$ cat config.mk
export PLATFORM = sky130hd
export DESIGN_NAME = command_frame_deframer
export DESIGN_NICKNAME = d
export VERILOG_FILES = /design/src/rtl/cfd_pkg.sv /design/src/rtl/command_frame_deframer.sv /design/src/rtl/cfd_parser.sv /design/src/rtl/cfd_result_fifo.sv
export VERILOG_INCLUDE_DIRS = /design/src /design/src/rtl
export SDC_FILE = /design/constraint.sdc
export NUM_CORES = 2
export LEC_CHECK = 0
export ABC_AREA = 1
export BUFFER_PORTS_ARGS = -buffer_cell sky130_fd_sc_hd__buf_4
export CAP_MARGIN = 20
export CORE_UTILIZATION = 50
export DETAILED_ROUTE_END_ITERATION = 6
export PLACE_DENSITY = 0.67
export REMOVE_ABC_BUFFERS = 1
export SYNTH_ARGS = -nofsm -noshare
export SYNTH_HDL_FRONTEND = slang
export SYNTH_HIERARCHICAL = 1
export SYNTH_SLANG_ARGS = --single-unit
$ cat constraint.sdc
create_clock -name clk -period 36.4 [get_ports clk]
set_input_delay 3.64 -clock clk [delete_from_list [all_inputs] [get_ports clk]]
set_output_delay 3.64 -clock clk [all_outputs]
set_load 0.05 [all_outputs]
$ cat src/rtl/assert_macros.svh
// ----------------------------------------------------------------------------
// Assertion macros
// Shared concurrent assertion wrappers, clocked on clk.
// ----------------------------------------------------------------------------
`ifndef ASSERT_MACROS_SVH
`define ASSERT_MACROS_SVH

// Checked only while out of reset
`define ASSERT_CLK(lbl, prop, msg) \
    lbl: assert property (@(posedge clk) disable iff (!rst_n) prop) else $error(msg);

// Checked on every edge, reset included
`define ASSERT_ALWAYS(lbl, prop, msg) \
    lbl: assert property (@(posedge clk) prop) else $error(msg);

`endif

$ cat src/rtl/cfd_pkg.sv
// ----------------------------------------------------------------------------
// cfd_pkg
// Types, constants and the CRC-32 byte update for the command frame deframer.
// ----------------------------------------------------------------------------
`default_nettype none

package cfd_pkg;

    localparam int unsigned HDR_LEN    = 20;
    localparam int unsigned MIN_FRAME  = 24;
    localparam int unsigned FIFO_DEPTH = 4;

    localparam logic [31:0] CRC_POLY      = 32'hEDB8_8320;
    localparam logic [31:0] CRC_INIT      = 32'hFFFF_FFFF;
    localparam logic [31:0] START_CODE_RST = 32'h0000_0000;
    localparam logic [20:0] MAX_LEN_RST    = 21'd1024;

    localparam logic CFG_START_CODE = 1'b0;
    localparam logic CFG_MAX_LEN    = 1'b1;

    typedef enum logic [1:0] {
        KIND_HEADER  = 2'd0,
        KIND_PAYLOAD = 2'd1,
        KIND_STATUS  = 2'd2
    } kind_t;

    typedef enum logic [2:0] {
        ST_OK        = 3'd0,
        ST_SHORT     = 3'd1,
        ST_BAD_START = 3'd2,
        ST_BAD_LEN   = 3'd3,
        ST_BAD_CRC   = 3'd4
    } status_t;

    typedef struct packed {
        kind_t       kind;
        logic [7:0]  version;
        logic [7:0]  flag_bits;
        logic [7:0]  frame_type;
        logic [15:0] command_id;
        logic [47:0] reply_pipe_id;
        logic [7:0]  sequence_res;
        logic [31:0] payload_length;
        logic [7:0]  payload_byte;
        status_t     status;
        logic        end_of_frame;
    } result_t;

    // Up to two results per transaction; r0 goes out first
    typedef struct packed {
        logic [1:0] cnt;
        result_t    r0;
        result_t    r1;
    } res_push_t;

    function automatic logic [31:0] crc_byte(input logic [31:0] crc_in,
                                             input logic [7:0]  data);
        logic [31:0] c;
        c = crc_in ^ {24'd0, data};
        for (int k = 0; k < 8; k++) begin
            c = c[0] ? ((c >> 1) ^ CRC_POLY) : (c >> 1);
        end
        return c;
    endfunction

endpackage

`default_nettype wire

$ cat src/rtl/command_frame_deframer.sv
// A byte is held in the input register, its first result in the result queue.
// Throughput: one byte per cycle unless stalled; a buffer's last byte may add a
// status result, so a result queue of FIFO_DEPTH entries absorbs the second result
// per byte. Input stall rises only when the queue holds fewer than two free entries.
// Reset: asynchronous, active low; clears frame state, queue and config to defaults.
// ----------------------------------------------------------------------------
// command_frame_deframer
// Byte-serial command frame parser with header, payload pass-through and CRC-32.
// ----------------------------------------------------------------------------
`default_nettype none

module command_frame_deframer #(
    parameter int unsigned FIFO_DEPTH = cfd_pkg::FIFO_DEPTH
) (
    input  wire logic        clk,
    input  wire logic        rst_n,
    input  wire logic        cfg_write_en,
    input  wire logic        cfg_index,
    input  wire logic [31:0] cfg_data,
    input  wire logic        in_valid,
    output logic             in_stall,
    input  wire logic [7:0]  rx_byte,
    input  wire logic        buffer_end,
    output logic             out_valid,
    input  wire logic        out_stall,
    output logic [1:0]       kind,
    output logic [7:0]       version,
    output logic [7:0]       flag_bits,
    output logic [7:0]       frame_type,
    output logic [15:0]      command_id,
    output logic [47:0]      reply_pipe_id,
    output logic [7:0]       sequence_res,
    output logic [31:0]      payload_length,
    output logic [7:0]       payload_byte,
    output logic [2:0]       status,
    output logic             end_of_frame
);

    cfd_pkg::res_push_t push;
    cfd_pkg::result_t   head;
    logic               room;

    cfd_parser u_parser (
        .clk          (clk),
        .rst_n        (rst_n),
        .cfg_write_en (cfg_write_en),
        .cfg_index    (cfg_index),
        .cfg_data     (cfg_data),
        .in_valid     (in_valid),
        .in_stall     (in_stall),
        .rx_byte      (rx_byte),
        .buffer_end   (buffer_end),
        .room         (room),
        .push         (push)
    );

    cfd_result_fifo #(
        .DEPTH (FIFO_DEPTH)
    ) u_fifo (
        .clk       (clk),
        .rst_n     (rst_n),
        .push      (push),
        .room      (room),
        .out_valid (out_valid),
        .out_stall (out_stall),
        .head      (head)
    );

    assign kind           = head.kind;
    assign version        = head.version;
    assign flag_bits      = head.flag_bits;
    assign frame_type     = head.frame_type;
    assign command_id     = head.command_id;
    assign reply_pipe_id  = head.reply_pipe_id;
    assign sequence_res   = head.sequence_res;
    assign payload_length = head.payload_length;
    assign payload_byte   = head.payload_byte;
    assign status         = head.status;
    assign end_of_frame   = head.end_of_frame;

endmodule

`default_nettype wire

$ cat src/rtl/cfd_parser.sv
// ----------------------------------------------------------------------------
// cfd_parser
// Input register, frame field capture, CRC update and result generation.
// ----------------------------------------------------------------------------
`default_nettype none

`include "assert_macros.svh"

module cfd_parser (
    input  wire logic              clk,
    input  wire logic              rst_n,
    input  wire logic              cfg_write_en,
    input  wire logic              cfg_index,
    input  wire logic [31:0]       cfg_data,
    input  wire logic              in_valid,
    output logic                   in_stall,
    input  wire logic [7:0]        rx_byte,
    input  wire logic              buffer_end,
    input  wire logic              room,
    output cfd_pkg::res_push_t     push
);

    logic [31:0] start_code_reg;
    logic [20:0] max_len_reg;

    logic        s1_valid_reg;
    logic [7:0]  s1_byte_reg;
    logic        s1_last_reg;

    logic [31:0] byte_count_reg, byte_count_next;
    logic [31:0] start_bytes_reg, start_bytes_next;
    logic [39:0] small_reg, small_next;
    logic [47:0] pipe_reg, pipe_next;
    logic [7:0]  seq_reg, seq_next;
    logic [31:0] length_reg, length_next;
    logic [31:0] crc_reg, crc_next;
    logic [31:0] crc_rx_reg, crc_rx_next;

    logic        fire;
    logic [31:0] p;
    logic [32:0] end_pay;
    logic        in_hdr;
    logic        len_ok;
    logic [2:0]  idx_small;
    logic [2:0]  idx_pipe;
    logic [1:0]  idx_crc;
    cfd_pkg::result_t  main_res;
    cfd_pkg::result_t  stat_res;
    logic              main_vld;

    assign in_stall = s1_valid_reg && !room;
    assign fire     = s1_valid_reg && room;

    always_ff @(posedge clk or negedge rst_n) begin
        if (!rst_n) begin
            start_code_reg <= cfd_pkg::START_CODE_RST;
            max_len_reg    <= cfd_pkg::MAX_LEN_RST;
        end else if (cfg_write_en) begin
            unique case (cfg_index)
                cfd_pkg::CFG_START_CODE: start_code_reg <= cfg_data;
                cfd_pkg::CFG_MAX_LEN:    max_len_reg    <= cfg_data[20:0];
                default:                 ;
            endcase
        end
    end

    always_ff @(posedge clk or negedge rst_n) begin
        if (!rst_n) begin
            s1_valid_reg <= 1'b0;
        end else if (!in_stall) begin
            s1_valid_reg <= in_valid;
        end
    end

    always_ff @(posedge clk) begin
        if (in_valid && !in_stall) begin
            s1_byte_reg <= rx_byte;
            s1_last_reg <= buffer_end;
        end
    end

    always_comb begin
        p         = byte_count_reg;
        end_pay   = 33'(cfd_pkg::HDR_LEN) + {1'b0, length_reg};
        in_hdr    = p < 32'(cfd_pkg::HDR_LEN);
        len_ok    = length_reg <= {11'd0, max_len_reg};
        idx_small = 3'(p - 32'd4);
        idx_pipe  = 3'(p - 32'd9);
        idx_crc   = 2'(p[1:0] - end_pay[1:0]);

        byte_count_next  = (p == 32'hFFFF_FFFF) ? p : p + 32'd1;
        start_bytes_next = start_bytes_reg;
        small_next       = small_reg;
        pipe_next        = pipe_reg;
        seq_next         = seq_reg;
        length_next      = length_reg;
        crc_rx_next      = crc_rx_reg;
        crc_next         = crc_reg;

        main_res = '0;
        stat_res = '0;
        main_vld = 1'b0;

        if (p < 32'd4) begin
            start_bytes_next[{p[1:0], 3'b000} +: 8] = s1_byte_reg;
        end else if (p < 32'd9) begin
            small_next[{idx_small, 3'b000} +: 8] = s1_byte_reg;
        end else if (p < 32'd15) begin
            pipe_next[{idx_pipe, 3'b000} +: 8] = s1_byte_reg;
        end else if (p == 32'd15) begin
            seq_next = s1_byte_reg;
        end else if (in_hdr) begin
            length_next[{p[1:0], 3'b000} +: 8] = s1_byte_reg;
            if (p == 32'(cfd_pkg::HDR_LEN - 1)) begin
                main_vld                = 1'b1;
                main_res.kind           = cfd_pkg::KIND_HEADER;
                main_res.version        = small_reg[7:0];
                main_res.flag_bits      = small_reg[15:8];
                main_res.frame_type     = small_reg[23:16];
                main_res.command_id     = small_reg[39:24];
                main_res.reply_pipe_id  = pipe_reg;
                main_res.sequence_res   = seq_reg;
                main_res.payload_length = length_next;
            end
        end else if ({1'b0, p} < end_pay) begin
            if (len_ok) begin
                main_vld              = 1'b1;
                main_res.kind         = cfd_pkg::KIND_PAYLOAD;
                main_res.payload_byte = s1_byte_reg;
            end
        end else if ({2'b00, p} < ({1'b0, end_pay} + 34'd4)) begin
            crc_rx_next[{idx_crc, 3'b000} +: 8] = s1_byte_reg;
        end

        if ({1'b0, p} < end_pay) begin
            crc_next = cfd_pkg::crc_byte(crc_reg, s1_byte_reg);
        end

        stat_res.kind         = cfd_pkg::KIND_STATUS;
        stat_res.end_of_frame = 1'b1;
        if (byte_count_next < 32'(cfd_pkg::MIN_FRAME)) begin
            stat_res.status = cfd_pkg::ST_SHORT;
        end else if (start_bytes_next != start_code_reg) begin
            stat_res.status = cfd_pkg::ST_BAD_START;
        end else if (!len_ok || ({1'b0, byte_count_next} <
                     (33'(cfd_pkg::MIN_FRAME) + {1'b0, length_next}))) begin
            stat_res.status = cfd_pkg::ST_BAD_LEN;
        end else if (~crc_next != crc_rx_next) begin
            stat_res.status = cfd_pkg::ST_BAD_CRC;
        end else begin
            stat_res.status = cfd_pkg::ST_OK;
        end

        push = '0;
        if (fire) begin
            if (main_vld) begin
                push.r0 = main_res;
                push.r1 = stat_res;
                push.cnt = s1_last_reg ? 2'd2 : 2'd1;
            end else begin
                push.r0 = stat_res;
                push.cnt = s1_last_reg ? 2'd1 : 2'd0;
            end
        end

        // End of buffer: back to an empty frame
        if (s1_last_reg) begin
            byte_count_next  = '0;
            start_bytes_next = '0;
            small_next       = '0;
            pipe_next        = '0;
            seq_next         = '0;
            length_next      = '0;
            crc_next         = cfd_pkg::CRC_INIT;
            crc_rx_next      = '0;
        end
    end

    always_ff @(posedge clk or negedge rst_n) begin
        if (!rst_n) begin
            byte_count_reg  <= '0;
            start_bytes_reg <= '0;
            small_reg       <= '0;
            pipe_reg        <= '0;
            seq_reg         <= '0;
            length_reg      <= '0;
            crc_reg         <= cfd_pkg::CRC_INIT;
            crc_rx_reg      <= '0;
        end else if (fire) begin
            byte_count_reg  <= byte_count_next;
            start_bytes_reg <= start_bytes_next;
            small_reg       <= small_next;
            pipe_reg        <= pipe_next;
            seq_reg         <= seq_next;
            length_reg      <= length_next;
            crc_reg         <= crc_next;
            crc_rx_reg      <= crc_rx_next;
        end
    end

    `ASSERT_CLK(a_sat_no_wrap, (byte_count_reg == 32'hFFFF_FFFF) |=> (byte_count_reg == 32'hFFFF_FFFF || byte_count_reg == 32'd0), "byte count wrapped")
    `ASSERT_CLK(a_two_ends_in_status, (push.cnt == 2'd2) |-> (push.r1.kind == cfd_pkg::KIND_STATUS && push.r0.kind != cfd_pkg::KIND_STATUS), "bad result order")
    `ASSERT_CLK(a_header_pos, (push.cnt != 2'd0 && push.r0.kind == cfd_pkg::KIND_HEADER) |-> (byte_count_reg == 32'(cfd_pkg::HDR_LEN - 1)), "header at wrong position")
    `ASSERT_CLK(a_clear_after_end, (fire && s1_last_reg) |=> (byte_count_reg == 32'd0 && crc_reg == cfd_pkg::CRC_INIT), "frame state not cleared")

endmodule

`default_nettype wire

$ cat src/rtl/cfd_result_fifo.sv
// ----------------------------------------------------------------------------
// cfd_result_fifo
// Small result queue: takes up to two results a cycle, gives one if unstalled.
// ----------------------------------------------------------------------------
`default_nettype none

`include "assert_macros.svh"

module cfd_result_fifo #(
    parameter int unsigned DEPTH = cfd_pkg::FIFO_DEPTH
) (
    input  wire logic               clk,
    input  wire logic               rst_n,
    input  wire cfd_pkg::res_push_t push,
    output logic                    room,
    output logic                    out_valid,
    input  wire logic               out_stall,
    output cfd_pkg::result_t        head
);

    localparam int unsigned PW = (DEPTH > 1) ? $clog2(DEPTH) : 1;
    localparam int unsigned CW = $clog2(DEPTH + 1);

    cfd_pkg::result_t ent_reg [DEPTH];
    logic [PW-1:0]    wr_ptr_reg, wr_ptr_next;
    logic [PW-1:0]    wr_ptr_p1;
    logic [PW-1:0]    rd_ptr_reg, rd_ptr_next;
    logic [CW-1:0]    count_reg, count_next;
    logic             pop;

    function automatic logic [PW-1:0] inc_ptr(input logic [PW-1:0] ptr);
        return (ptr == PW'(DEPTH - 1)) ? '0 : ptr + PW'(1);
    endfunction

    assign out_valid = count_reg != '0;
    assign head      = ent_reg[rd_ptr_reg];
    assign pop       = out_valid && !out_stall;
    assign room      = count_reg <= CW'(DEPTH - 2);
    assign wr_ptr_p1 = inc_ptr(wr_ptr_reg);

    always_comb begin
        wr_ptr_next = wr_ptr_reg;
        case (push.cnt)
            2'd1:    wr_ptr_next = wr_ptr_p1;
            2'd2:    wr_ptr_next = inc_ptr(wr_ptr_p1);
            default: wr_ptr_next = wr_ptr_reg;
        endcase
        rd_ptr_next = pop ? inc_ptr(rd_ptr_reg) : rd_ptr_reg;
        count_next  = count_reg + CW'(push.cnt) - CW'(pop);
    end

    always_ff @(posedge clk or negedge rst_n) begin
        if (!rst_n) begin
            wr_ptr_reg <= '0;
            rd_ptr_reg <= '0;
            count_reg  <= '0;
        end else begin
            wr_ptr_reg <= wr_ptr_next;
            rd_ptr_reg <= rd_ptr_next;
            count_reg  <= count_next;
        end
    end

    always_ff @(posedge clk) begin
        if (push.cnt != 2'd0) begin
            ent_reg[wr_ptr_reg] <= push.r0;
        end
        if (push.cnt == 2'd2) begin
            ent_reg[wr_ptr_p1] <= push.r1;
        end
    end

    `ASSERT_CLK(a_no_overflow, (push.cnt != 2'd0) |-> (count_reg <= CW'(DEPTH - 2)), "overflow")
    `ASSERT_CLK(a_count_range, count_reg <= CW'(DEPTH), "result count out of range")
    `ASSERT_ALWAYS(a_empty_in_reset, !rst_n |=> !out_valid, "valid after reset")

endmodule

`default_nettype wire
==> out/qor.yml <==
grt:
  track_usage_pct: 30.02
  grt_pass1_wl_um: 245500
  grt_max_degree: 237
  antenna_found_initial: 3
  grt_pass1_vias: 41104
  gr-total-overflow: 0
worst_setup_path:
  end_kind: "output pin"
  arrival_ns: 3.89
  startpoint_type: "register"
  crit_path_start: "u_fifo/rd_ptr_reg[1]$_DFFE_PN0P_"
  r2r-start: "u_parser/length_reg[2]$_DFFE_PN0P_"
  endpoint: "reply_pipe_id[25]"
  cp_data_required_time_ns: 32.76
  rr_endpoint: "u_fifo/ent_reg[1][76]$_DFFE_PP_"
  cp_max_fo: 72
  reg2reg_slack_ns: 29.26
  ff2ff_path_depth: 27
  critPathKind: "register to output pin"
clock_tree:
  root_buffer: "clkbuf_16"
  insertion_delay_ns: 0.71
  clockBufferDepth: 3
  cts.clk_slew.worst_paths_ns: 0.06
  cts_resized: 0
  tritoncts: "yes"
  cts_setup_buffers: 0
  cts_hold_buf: 0
  cts_buffers: 99
  cts_max_level: 3
  clock-sinks: 894
route:
  via_count: 44092
  vias_per_cell: 5.652
  wl_per_cell_um: 20.75
  ant_nets: 0
  drt_wl_total_um: 161900
  drcViolationCount: 0
  drtIter0Drc: 4284
  dr.pass1.iters: 6
sta:
  fin_skew_ns: 0.03963
  fin_ws_ns: 28.87
  tightestPinTransition_ns: 1.478
  slew_headroom_pct: 1.481
  fin_setup_tns_ns: 0
  fin_crit_ns: 7.525
  max_freq_ghz: 0.1329
  finalMaxSlewViolations: 0
  finalCritPeriodShare_pct: 20.67
  setup_viol: 0
  rsz0062_at_grt: "false"
  hold_viol: 0
power:
  p_total_mw: 4.254
  p_leak_nw: 21.92
  p_sw_mw: 1.930
  p_sw_share_pct: 45.37
  ir_drop_v: 0.00008126
  pwr-share-seq_pct: 30.3
  power_density_nw_per_um2: 74.52
  pwr-share-comb_pct: 46.1
  clock_power_share_pct: 23.6
  intPower_mw: 2.324
run:
  max_cap_viol_count: 0
placed_design:
  dp_hpwl_um: 104500
  port_buffers: 190
  routabilityCongestion: 0.9721
  dp_slack_ns: 29.46
floorplan:
  io_pins: 191
  start_util_pct: 50.36
  core_sq_um: 103500
  die_w_um: 324.9
  rows: 118
  die_height_um: 324.9
  die-area_sq_um: 105500
yosys:
  synth_area_sq_um: 52120
  syn_avg_cell_area_sq_um: 8.241
  synth_ff_type: "edfxtp_1"
  yosys.cell_types.count: 64
  synth-edff-count: 577
  syn_inst: 6325
  ys_warn_count: 6
  synthArstFlopShare_pct: 35.46
  ys_seq_elements: 894
  synth-seq-area-share_pct: 48.54
final_layout:
  nets: 6529
  fill_cells: 9443
  drive_gt1_share_pct: 8.490
  layout_common_cells: "nand2_1 (1297), o21ai_0 (1064), nor2_1 (737)"
  area_growth_syn_to_layout_pct: 9.528
  final_common_cell: "nand2_1"
  largest_reg_flops: 568
outcome:
  status: "completed"
hold_path:
  hold_path.class: "register to register"
-- cell type report --
class | count | area, sq um | share of cell area [%]
Sequential cell | 894 | 25310 | 44.33
Multi-Input combinational cell | 4422 | 22350 | 39.16
Clock buffer | 132 | 2673 | 4.681
Inverter | 678 | 2557 | 4.480
Timing Repair Buffer | 240 | 1922 | 3.366
Tap cell | 1380 | 1727 | 3.025
Clock inverter | 53 | 543.0 | 0.9512
Antenna cell | 2 | 5.005 | 0.008767
-- per-layer routing --
metal,wire length (um),global-route usage [%]
met5,20,0
met2,75120,48.25
met1,67910,40.74
met3,12620,4.799
met4,6190,11.71
-- power by group through the flow --
stage | Clock, mW | Combinational, mW | Sequential (mW)
finish | 1.00 | 1.96 | 1.29
global route | 1.05 | 2.10 | 1.30
CTS | 1.02 | 1.95 | 1.29
detailed placement | 0 | 1.94 | 1.31
global placement | 0 | 1.92 | 1.30
floorplan | 0 | 1.26 | 1.36
-- how the worst min path moves through the flow --
stage                                                  start                                        to  slack (ns)  depth (start not counted)
global route               u_parser/pipe_reg[23]$_DFFE_PN0P_         u_parser/pipe_reg[23]$_DFFE_PN0P_        0.51                          2
CTS                 u_parser/start_bytes_reg[15]$_DFFE_PN0P_  u_parser/start_bytes_reg[15]$_DFFE_PN0P_        0.49                          2
global placement     u_parser/start_bytes_reg[9]$_DFFE_PN0P_   u_parser/start_bytes_reg[9]$_DFFE_PN0P_        0.46                          2
detailed placement  u_parser/start_bytes_reg[15]$_DFFE_PN0P_  u_parser/start_bytes_reg[15]$_DFFE_PN0P_        0.47                          2
finish                  u_parser/max_len_reg[17]$_DFFE_PN0P_      u_parser/max_len_reg[17]$_DFFE_PN0P_        0.49                          2
floorplan           u_parser/start_bytes_reg[17]$_DFFE_PN0P_  u_parser/start_bytes_reg[17]$_DFFE_PN0P_        0.45                          2
-- worst max-delay path: stages, from the launching register on --
cell and delay [ns]:
dfrtp_4 0.59, inv_4 0.71, buf_4 0.85, o21ai_0 0.24
o22ai_1 0.46, buf_4 0.30
-- cell families (layout without fill, tap and decap cells) --
family	after synthesis	count (layout)	synth area share, %
AND/OR/NAND/NOR	2406	2406	18.97
AO/OA/AOI/OAI	1560	1560	16.13
buffers and inverters	1145	1103	9.751
flip-flops	894	894	48.54
XOR/XNOR	163	163	2.847
adder cells (fa/ha/maj)	147	147	3.558
multiplexers	9	9	0.1944
other	1	139	0.007195
-- cell usage after synthesis (4+ instances only) --
cell / number / area share, %
or2_2: 9 / 0.11
buf_2: 100 / 0.96
or2_0: 4 / 0.048
nand2_2: 12 / 0.14
buf_4: 160 / 2.3
buf_1: 4 / 0.029
dfrtp_1: 284 / 14
buf_6: 6 / 0.13
o31ai_1: 7 / 0.10
nor3_1: 45 / 0.43
clkinv_1: 4 / 0.029
inv_1: 643 / 4.6
nand3_2: 7 / 0.13
o21a_1: 4 / 0.058
nand3b_1: 18 / 0.26
dfstp_2: 33 / 1.7
o21ai_1: 68 / 0.65
clkbuf_1: 196 / 1.4
o22ai_1: 267 / 3.2
xor2_1: 112 / 1.9
ha_1: 145 / 3.5
nand2_1: 1304 / 9.4
a21oi_1: 77 / 0.74
xnor2_1: 45 / 0.76
nor4_1: 24 / 0.29
nor2_2: 19 / 0.23
o21ai_2: 5 / 0.084
inv_2: 30 / 0.22
edfxtp_1: 577 / 33
a211oi_1: 8 / 0.12
o21ai_0: 1068 / 10
nor2_1: 738 / 5.3
nor2_4: 7 / 0.15
mux2_2: 9 / 0.19
nand4_1: 76 / 0.91
nand3_1: 128 / 1.2
a22o_1: 30 / 0.50
o32ai_1: 7 / 0.12
-- stage by stage --
step	hold WS [ns]	util, %	instances	cell area [sq um]
finish	0.4853	55.16	7801	57090
global route	0.5084	55.15	7799	57080
CTS	0.4856	55.14	7797	57070
detailed placement	0.4712	52.03	7612	53850
global placement	0.4612	52.03	7612	53850
floorplan	0.4468	-	5994	50100
Power figures use the tool's default switching activity.
